## config.mk

```make
export PLATFORM = sky130hd
export DESIGN_NAME = bounded_priority_request_queue_unit
export DESIGN_NICKNAME = d
export VERILOG_FILES = /design/src/rtl/bprq_pkg.sv /design/src/rtl/bounded_priority_request_queue_unit.sv /design/src/rtl/bprq_ctrl.sv /design/src/rtl/bprq_dpath.sv
export SDC_FILE = /design/constraint.sdc
export NUM_CORES = 1
export LEC_CHECK = 0
export BUFFER_PORTS_ARGS = -buffer_cell sky130_fd_sc_hd__buf_2
export CORE_MARGIN = 2
export CORE_UTILIZATION = 37
export DETAILED_ROUTE_END_ITERATION = 10
export PLACE_DENSITY_LB_ADDON = 0.12
export SYNTH_ARGS = -nofsm -noshare
export SYNTH_HDL_FRONTEND = slang
export SYNTH_SLANG_ARGS = --single-unit
```

## constraint.sdc

```tcl
create_clock -name clk -period 8.2 [get_ports clk]
set_input_delay 0.82 -clock clk [delete_from_list [all_inputs] [get_ports clk]]
set_output_delay 0.82 -clock clk [all_outputs]
set_load 0.005 [all_outputs]
```

## src/rtl/bprq_pkg.sv

```systemverilog
// ----------------------------------------------------------------------------
// bprq_pkg: shared types and codes of the bounded priority request queue
// Transfer payloads, status codes, play modes and controller states.
// ----------------------------------------------------------------------------
package bprq_pkg;

  // operation codes
  localparam logic OP_ENQ = 1'b0;
  localparam logic OP_DEQ = 1'b1;

  // priority classes with a meaning of their own
  localparam logic [1:0] CLS_EMOTION = 2'd0;
  localparam logic [1:0] CLS_RANDOM  = 2'd3;

  // play modes reported for a popped entry
  localparam logic [1:0] MODE_EMOTION = 2'd0;
  localparam logic [1:0] MODE_TIMED   = 2'd1;
  localparam logic [1:0] MODE_RANDOM  = 2'd2;

  typedef enum logic [2:0] {
    ST_INSERTED = 3'd0,
    ST_EVICTED  = 3'd1,
    ST_DROPPED  = 3'd2,
    ST_POPPED   = 3'd3,
    ST_EMPTY    = 3'd4
  } status_t;

  typedef struct packed {
    logic        op;
    logic [1:0]  req_class;
    logic [15:0] ref_id;
  } in_item_t;

  typedef struct packed {
    status_t     status;
    logic [15:0] out_ref;
    logic [1:0]  out_class;
    logic [1:0]  play_mode;
    logic [3:0]  occupancy;
  } out_item_t;

  // controller commands to the datapath
  typedef struct packed {
    logic load;   // capture the accepted item
    logic exec;   // update the queue and load the result register
  } dp_cmd_t;

  typedef enum logic {
    S_IDLE = 1'b0,
    S_EXEC = 1'b1
  } ctrl_state_t;

endpackage

```

## src/rtl/bounded_priority_request_queue_unit.sv

```systemverilog
// ----------------------------------------------------------------------------
// bounded_priority_request_queue_unit: priority-ordered request queue
// Holds up to QUEUE_DEPTH requests sorted by class (0 highest), FIFO within
// a class. An input transfer carries op (enqueue or dequeue), req_class and
// ref_id; each input transfer yields exactly one result transfer with status,
// out_ref, out_class, play_mode and occupancy.
// Both channels use valid/stall: a transfer happens on a clock edge with
// valid high and stall low.
// The result is registered: an accepted item is captured and the controller
// enters its execute state, in which every slot compares its class and shifts;
// the result then sits in the output register and can transfer from there.
// The controller's capture/execute sequence takes no new item before the last
// one has executed; in_stall is high during the execute cycle.
// The result sits in an output register; a new item is taken while it waits
// unless the receiver stalls it, in which case in_stall stays high until the
// result transfers.
// Reset (rst_n low, synchronous) empties the queue; no clearing pass runs.
// ----------------------------------------------------------------------------
module bounded_priority_request_queue_unit #(
  parameter int QUEUE_DEPTH = 8
) (
  input  logic                clk,
  input  logic                rst_n,
  input  logic                in_valid,
  output logic                in_stall,
  input  bprq_pkg::in_item_t  in_data,
  output logic                out_valid,
  input  logic                out_stall,
  output bprq_pkg::out_item_t out_data
);

  bprq_pkg::dp_cmd_t cmd;

  // sequencing
  bprq_ctrl u_ctrl (
    .clk       (clk),
    .rst_n     (rst_n),
    .in_valid  (in_valid),
    .in_stall  (in_stall),
    .out_valid (out_valid),
    .out_stall (out_stall),
    .cmd       (cmd)
  );

  // queue storage and result
  bprq_dpath #(
    .QUEUE_DEPTH (QUEUE_DEPTH)
  ) u_dpath (
    .clk      (clk),
    .rst_n    (rst_n),
    .cmd      (cmd),
    .in_data  (in_data),
    .out_data (out_data)
  );

`ifndef SYNTH
  // an execute cycle always presents a result next
  a_exec_gives_result: assert property (@(posedge clk) disable iff (!rst_n)
    cmd.exec |=> out_valid)
    else $error("execute did not produce a result");

  // the result register is empty when execute writes it
  a_exec_into_empty: assert property (@(posedge clk) disable iff (!rst_n)
    cmd.exec |-> !out_valid)
    else $error("result overwritten before transfer");

  // an accepted item blocks the input for its execute cycle
  a_busy_after_accept: assert property (@(posedge clk) disable iff (!rst_n)
    (in_valid && !in_stall) |=> in_stall)
    else $error("input taken during execute");
`endif

endmodule

```

## src/rtl/bprq_ctrl.sv

```systemverilog
// ----------------------------------------------------------------------------
// bprq_ctrl: sequencing controller
// Accepts one item, runs its execute state, and tracks the result register.
// ----------------------------------------------------------------------------
module bprq_ctrl (
  input  logic              clk,
  input  logic              rst_n,
  input  logic              in_valid,
  output logic              in_stall,
  output logic              out_valid,
  input  logic              out_stall,
  output bprq_pkg::dp_cmd_t cmd
);

  bprq_pkg::ctrl_state_t state_r, state_nxt;
  logic                  out_valid_r, out_valid_nxt;
  logic                  in_xfer;

  // state and result-valid registers
  always_ff @(posedge clk) begin
    if (!rst_n) begin
      state_r     <= bprq_pkg::S_IDLE;
      out_valid_r <= 1'b0;
    end else begin
      state_r     <= state_nxt;
      out_valid_r <= out_valid_nxt;
    end
  end

  // busy while executing, or while a stalled result holds the output register
  assign in_stall = (state_r == bprq_pkg::S_EXEC) || (out_valid_r && out_stall);
  assign in_xfer  = in_valid && !in_stall;

  // next state and commands
  always_comb begin
    state_nxt     = state_r;
    out_valid_nxt = out_valid_r;
    cmd.load      = 1'b0;
    cmd.exec      = 1'b0;
    if (out_valid_r && !out_stall) begin
      out_valid_nxt = 1'b0;
    end
    case (state_r)
      bprq_pkg::S_IDLE: begin
        if (in_xfer) begin
          cmd.load  = 1'b1;
          state_nxt = bprq_pkg::S_EXEC;
        end
      end
      bprq_pkg::S_EXEC: begin
        cmd.exec      = 1'b1;
        out_valid_nxt = 1'b1;
        state_nxt     = bprq_pkg::S_IDLE;
      end
      default: begin
        state_nxt = bprq_pkg::S_IDLE;
      end
    endcase
  end

  assign out_valid = out_valid_r;

endmodule

```

## src/rtl/bprq_dpath.sv

```systemverilog
// ----------------------------------------------------------------------------
// bprq_dpath: queue slots, fill count and result register
// Sorted insert by per-slot compare and shift; pop by shift toward the head.
// ----------------------------------------------------------------------------
module bprq_dpath #(
  parameter int QUEUE_DEPTH = 8
) (
  input  logic                clk,
  input  logic                rst_n,
  input  bprq_pkg::dp_cmd_t   cmd,
  input  bprq_pkg::in_item_t  in_data,
  output bprq_pkg::out_item_t out_data
);

  localparam int CW = $clog2(QUEUE_DEPTH + 1);

  bprq_pkg::in_item_t  item_r;
  bprq_pkg::out_item_t out_r, out_nxt;
  logic [15:0]         slot_ref_r   [QUEUE_DEPTH];
  logic [1:0]          slot_class_r [QUEUE_DEPTH];
  logic [15:0]         slot_ref_nxt   [QUEUE_DEPTH];
  logic [1:0]          slot_class_nxt [QUEUE_DEPTH];
  logic [CW-1:0]       fill_r, fill_nxt, fill_eff;
  logic [QUEUE_DEPTH-1:0] ahead;
  logic                is_enq, full, empty, evict, drop, do_ins, do_pop;

  // item capture
  always_ff @(posedge clk) begin
    if (cmd.load) begin
      item_r <= in_data;
    end
  end

  // decode of the current item
  assign is_enq   = (item_r.op == bprq_pkg::OP_ENQ);
  assign full     = (fill_r == CW'(QUEUE_DEPTH));
  assign empty    = (fill_r == '0);
  assign evict    = is_enq && full && (item_r.req_class == bprq_pkg::CLS_EMOTION);
  assign drop     = is_enq && full && (item_r.req_class != bprq_pkg::CLS_EMOTION);
  assign do_ins   = is_enq && !drop;
  assign do_pop   = !is_enq && !empty;
  assign fill_eff = evict ? fill_r - CW'(1) : fill_r;

  // per-slot update: keep, take the new entry, or shift by one
  for (genvar i = 0; i < QUEUE_DEPTH; i++) begin : g_cell
    // entries of equal or better class stay ahead of the new one
    assign ahead[i] = (CW'(i) < fill_eff) && !(slot_class_r[i] > item_r.req_class);

    always_comb begin
      slot_ref_nxt[i]   = slot_ref_r[i];
      slot_class_nxt[i] = slot_class_r[i];
      if (do_ins && !ahead[i]) begin
        if (i == 0) begin
          slot_ref_nxt[i]   = item_r.ref_id;
          slot_class_nxt[i] = item_r.req_class;
        end else if (ahead[(i == 0) ? 0 : i-1]) begin
          slot_ref_nxt[i]   = item_r.ref_id;
          slot_class_nxt[i] = item_r.req_class;
        end else begin
          slot_ref_nxt[i]   = slot_ref_r[(i == 0) ? 0 : i-1];
          slot_class_nxt[i] = slot_class_r[(i == 0) ? 0 : i-1];
        end
      end else if (do_pop && (i < QUEUE_DEPTH - 1)) begin
        slot_ref_nxt[i]   = slot_ref_r[(i < QUEUE_DEPTH - 1) ? i+1 : i];
        slot_class_nxt[i] = slot_class_r[(i < QUEUE_DEPTH - 1) ? i+1 : i];
      end
    end

    always_ff @(posedge clk) begin
      if (cmd.exec) begin
        slot_ref_r[i]   <= slot_ref_nxt[i];
        slot_class_r[i] <= slot_class_nxt[i];
      end
    end
  end

  // fill count and result fields
  always_comb begin
    fill_nxt          = fill_r;
    out_nxt.status    = bprq_pkg::ST_INSERTED;
    out_nxt.out_ref   = '0;
    out_nxt.out_class = '0;
    out_nxt.play_mode = bprq_pkg::MODE_EMOTION;
    if (!is_enq) begin
      if (empty) begin
        out_nxt.status = bprq_pkg::ST_EMPTY;
      end else begin
        out_nxt.status    = bprq_pkg::ST_POPPED;
        out_nxt.out_ref   = slot_ref_r[0];
        out_nxt.out_class = slot_class_r[0];
        if (slot_class_r[0] == bprq_pkg::CLS_EMOTION) begin
          out_nxt.play_mode = bprq_pkg::MODE_EMOTION;
        end else if (slot_class_r[0] == bprq_pkg::CLS_RANDOM) begin
          out_nxt.play_mode = bprq_pkg::MODE_RANDOM;
        end else begin
          out_nxt.play_mode = bprq_pkg::MODE_TIMED;
        end
        fill_nxt = fill_r - CW'(1);
      end
    end else if (drop) begin
      out_nxt.status = bprq_pkg::ST_DROPPED;
    end else begin
      // on a full queue the tail is the last slot
      if (evict) begin
        out_nxt.status    = bprq_pkg::ST_EVICTED;
        out_nxt.out_ref   = slot_ref_r[QUEUE_DEPTH-1];
        out_nxt.out_class = slot_class_r[QUEUE_DEPTH-1];
      end
      fill_nxt = fill_eff + CW'(1);
    end
    out_nxt.occupancy = 4'(fill_nxt);
  end

  // fill count register
  always_ff @(posedge clk) begin
    if (!rst_n) begin
      fill_r <= '0;
    end else if (cmd.exec) begin
      fill_r <= fill_nxt;
    end
  end

  // result register, written only while it is empty
  always_ff @(posedge clk) begin
    if (cmd.exec) begin
      out_r <= out_nxt;
    end
  end

  assign out_data = out_r;

endmodule
```

# ---- Yosys cells after proc, flatten, opt, wreduce, memory -nomap -nowiden
# Memories as Yosys holds them, arrays and structs flattened.
# Index checks and enable logic that the tools add are counted.
dict set report totals {
  ff_bits 52
  mem_bits_rw 144
  in_bits 23
  out_inout_bits 29
  wordCells 150
  n_memories 2
}
dict set report classes {
  n_addsub 2
  order_cmp 16
  n_eq_ne 2
  mux 64
  n_bitwise 2
  reduce_logical 51
}
# memory words width rd rd_clocked_by_memory_dff write_ports line
set mem_list {}
lappend mem_list {u_dpath.slot_ref_r 8 16 8 0 8 bprq_dpath.sv:19} ;# logic [15:0] slot_ref_r [QUEUE_DEPTH];
lappend mem_list {u_dpath.slot_class_r 8 2 8 0 8 bprq_dpath.sv:20} ;# logic [1:0] slot_class_r [QUEUE_DEPTH];
# cell count
set ops {}
lappend ops {{16-bit 2-to-1 mux} 22}
lappend ops {{2-bit 2-to-1 mux} 25}
lappend ops {{1-bit logical AND} 24}
lappend ops {{21-bit 2-to-1 mux} 1}
lappend ops {{1-bit zero test} 20}
lappend ops {{20-bit 2-to-1 mux} 1}
lappend ops {{19-bit 2-to-1 mux} 1}
lappend ops {{18-bit 2-to-1 mux} 1}
lappend ops {{2-bit greater-than comparator} 8}
lappend ops {{3-bit by 4-bit < comparator with 1-bit output, first input constant} 4}
lappend ops {{4-bit 2-to-1 mux} 4}
lappend ops {{1-bit by 4-bit < comparator with 1-bit output, first input constant} 2}
lappend ops {{2-bit by 4-bit < comparator with 1-bit output, first input constant} 2}
lappend ops {{1-bit 2-to-1 mux} 7}
lappend ops {{4-bit by 1-bit adder with 4-bit output, second input constant} 1}
lappend ops {{4-bit == test, second input constant} 1}
lappend ops {{2-bit zero test} 2}
lappend ops {{4-bit zero test} 1}
lappend ops {{2-bit nonzero test} 2}
lappend ops {{4-bit by 1-bit subtractor with 4-bit output, second input constant} 1}
lappend ops {{3-bit 2-to-1 mux} 1}
lappend ops {{3-bit OR reduction} 1}
lappend ops {{2-bit == test, second input constant} 1}
lappend ops {{1-bit inverter} 2}
lappend ops {{2 further kinds} 2}

# ---- Depth between registers and ports, before layout
dict set report logic_depth {
  word_depth 9
  depth_mapped 12
  depth_no_buf 7
}

# ---- By module
# A second synthesis with hierarchy kept.
dict set report unflattened {
  cells_unflattened 793
  hier_area_um2 10020.9
}
# module n_inst cells_each area_per_inst_um2 seq_area_each_um2
set by_module_without_submodules {}
lappend by_module_without_submodules {bprq_dpath 1 784 9929.5 5785.5}
lappend by_module_without_submodules {bprq_ctrl 1 9 91.3 40.0}

# ---- Worst setup path after synthesis
# No wires, ideal clock.
dict set report synth_path {
  path_type {register to register}
  start {register u_dpath.fill_r[0] (netlist name)}
  end {memory u_dpath.slot_class_r[7][0] (netlist: u_dpath.slot_class_r[3][2]), enable pin}
  setup_ns 0.399
  arrival_ns 2.700
  t_required_ns 7.801
  setup_slack_ns 5.102
  path_stages_with_launch 11
  path_buffers 3
  period_less_slack_ns 3.098
  cell_sequence {dfxtp_1 -> buf_6 -> inv_1 -> ha_1 -> nand3b_1 -> nor2_1 -> nor2_1 -> clkbuf_1 -> clkbuf_1 -> nand2_1 -> a21oi_1}
}
# element line
set synth_lines {}
lappend synth_lines {{end: declaration} bprq_dpath.sv:20}

==> impl_results.md <==
* Commonest cells post-synth: 190 x edfxtp_1, 87 x mux2_2, 76 x a21oi_1
* Vias in the first global route at approximately 6500
* Finished Cell Area at 0.0111 mm2
* CP required at approximately 8.3 ns
* Worst clock skew at around 0.014 ns
* Sink Count at just under 200
* Clock Latency Late Sink at 0.44 ns
* Post-CTS setup buffers at 0
* CP delay by family, top: compound AO/OA/AOI/OAI gates
* Post-route DRC at 0
* CTS root buf: clkbuf_16
* Minimum clock period at between 4 and 5 ns
* Leakage power at 3.95 nW
* Hold buffer count at CTS at 0
* Post-DRT Antenna Nets at 0
* Drt first-iter violations at 730
* Arrival time worst endpoint at around 4.7 ns
* Slew HR at 0.198
* Initial Utilization at 0.375
* Sequential cell area fraction in the yosys report at 0.578
* Sw Share at 0.284
* Max cap viols at 0
* Period utilisation layout at 0.561
* DR pass1 iterations at 5
* PwrDens at ~220 mW/mm2
* # nets final at approximately 850
* Share of cells above drive strength 1 at 0.242
* Combinational family with the most area after synthesis: multiplexers
* Antenna violations before repair at 1
* Setup TNS at 0 ns
* Synth Register Bits at 196
* Max Buffers Root-to-Sink at 2
* I/O pin count at 52
* Core Region at between 0.02 and 0.03 mm2
* Largest net degree at the start of global routing at 42
* Slew Viols, Final at 0
* Gr ovfl total at 0
* Cells along the critical path: or3_1 > o32ai_2 > o21ai_2 > a21oi_4 > o21a_1
* Hold Path Cell Cnt at 2
* CP Class: register to register
* Max stage delay on crit path at around 0.95 ns
* Sw Pwr at 0.699 mW
* Die span in y at 169 um
* Inserted Diodes at 0
* Int Power at 1.76 mW
* WP depth at 5
* Post-Synth Simple-Gate Area at 0.0693
* Synth Flop Type: edfxtp_1
* Die X at 169 um
* Die area at approximately 0.029 mm2
* Worst-Margin Slew at roughly 1.2 ns
* Mapped Nets at ~830
* First-pass GRT wire length at 42300 um
* Rows at 60
* Mux cell area share after synthesis at 0.157
* Cells after synthesis at 786
* Reg2reg path depth at 5
* Final GP Congestion at 0.848
* Post-synthesis xor/xnor area fraction at 0.00348
* Multi-input logic area at 0.00389 mm2
* Ys async rst share at 0
* Avg WL per Cell at around 24 um
* Syn_area_per_cell at about 13 um2
* Netlist cell types at 60
* Synth warnings at 0
* Unrepaired setup endpoints after global routing: false
* Final hold vios at 0
* Synth top area cells: edfxtp_1 57%, mux2_2 9.7%, mux2i_1 4.1%
* DR vias/cell at around 5.8
* Area fraction in compound gates after synthesis at 0.131
* Finish-stage setup viols at 0
* # H-tree levels at 4
* Clock Power Share at 0.340
* Synth top area share at 0.567
* TritonCTS Buffers at 17
* IO Port Bufs at 51
* Register Area at a little under 0.006 mm2
* CTS tree: built
* Dpl cell area at ~0.011 mm2
* Highest clock rate at ~220 MHz
* # fillers at ~2500
* Flop pwr share at 0.502
* Most frequent cell after synthesis: edfxtp_1
* DPL Wire Length at around 20000 um
* Crit start category: register
* Logic pwr share at 0.158
* Worst Hold Class: register to register
* Vias at slightly below 7000
* CTS-repair resized insts at 0
* Clock transition at path regs at roughly 0.070 ns
* Slowest cell on the critical path: o32ai_2
* Worst-path fanout max at 20
* Critical Path End Type: register
* P&R area growth vs syn at 10.2%
* Synth Area in Adders at 0.0224
* Buffers and inverters on the worst path at 0
* EDFF count, synth at between 150 and 200
* Peak supply drop at ~100 uV
* Status: complete, no violations
* Total track usage at 0.198
* Post-synth top area cell: edfxtp_1
* Final wirelength at about 28000 um
* Synthesized cell area at about 0.010 mm2
[placed cells by master (no fill, tap or decap), drive strengths merged, types with 9 or more instances in the layout]
master / count
edfxtp: 190
a21oi: 79
o21ai: 54
a31oi: 39
mux2: 104
nor2b: 10
clkbuf: 18
nor2: 48
nand2: 16
a22o: 17
o21a: 9
mux2i: 41
ha: 18
inv: 20
buf: 61
nand3: 38
[path summary, 6_finish.rpt]
check	slack (ns)	start	end
min reg2reg	0.52	u_ctrl.state_r	u_ctrl.out_valid
max	3.60	u_dpath.item_r[16]	u_dpath.slot_ref_r[0][16]
min	0.52	u_ctrl.state_r	u_ctrl.out_valid
max reg2reg	3.60	u_dpath.item_r[16]	u_dpath.slot_ref_r[0][16]
[registers in the layout, summed over array words and instances, names as in the netlist]
signal / flops
u_ctrl.out_valid: 1
u_ctrl.state_r: 1
u_dpath.fill_r: 4
u_dpath.item_r: 19
u_dpath.out_data: 27
u_dpath.slot_class_r: 16
u_dpath.slot_ref_r: 128
[power by group through the flow]
stage	Sequential [mW]	Clock, mW	Combinational, mW
finish	1.24	0.838	0.389
global route	1.24	0.890	0.430
CTS	1.23	0.852	0.390
detailed placement	1.26	0	0.389
global placement	1.26	0	0.383
floorplan	1.22	0	0.308
[per-stage QoR]
stage / std cells / util / setup slack (ns) / hold slack [ns] / total power, mW
2_1_floorplan: 786 / - / 5.10 / 0.529 / 1.53
3_3_place_gp: 1133 / 0.392 / 3.86 / 0.488 / 1.64
3_5_place_dp: 1133 / 0.392 / 3.63 / 0.518 / 1.65
4_1_cts: 1165 / 0.413 / 3.60 / 0.531 / 2.48
5_1_grt: 1165 / 0.413 / 3.29 / 0.532 / 2.56
6_report: 1165 / 0.413 / 3.60 / 0.525 / 2.46
[cell families (layout without fill, tap and decap cells)]
kind of cell / after synthesis / after routing
fa+ha+maj: 18 / 18
simple gates: 142 / 142
compound gates: 213 / 213
xor+xnor: 4 / 4
flops: 196 / 196
buf+inv: 68 / 106
mux: 145 / 145
[layer usage]
| metal | vias up | global-route usage | part of all wire |
|---|---|---|---|
| li1 | 3096 | - | - |
| met1 | 3388 | 0.338 | 0.54 |
| met2 | 259 | 0.253 | 0.38 |
| met3 | 12 | 0.0397 | 0.078 |
| met4 | 0 | 0.0346 | 0.0065 |
| met5 | - | 0 | 0 |
[layout make-up]
cell class | count | area share
Clock buffer | 18 | 0.0387
Clock inverter | 14 | 0.0126
Inverter | 13 | 0.00440
Multi-Input combinational cell | 522 | 0.351
Sequential cell | 196 | 0.525
Tap cell | 341 | 0.0385
Timing Repair Buffer | 61 | 0.0298
[tightest hold or removal path, cell delays in order (launching register included)]
cell,delay (ns)
dfxtp_2,0.33
a21oi_1,0.06
nor2b_1,0.10
Note: power is estimated with default switching activity, not from simulation.
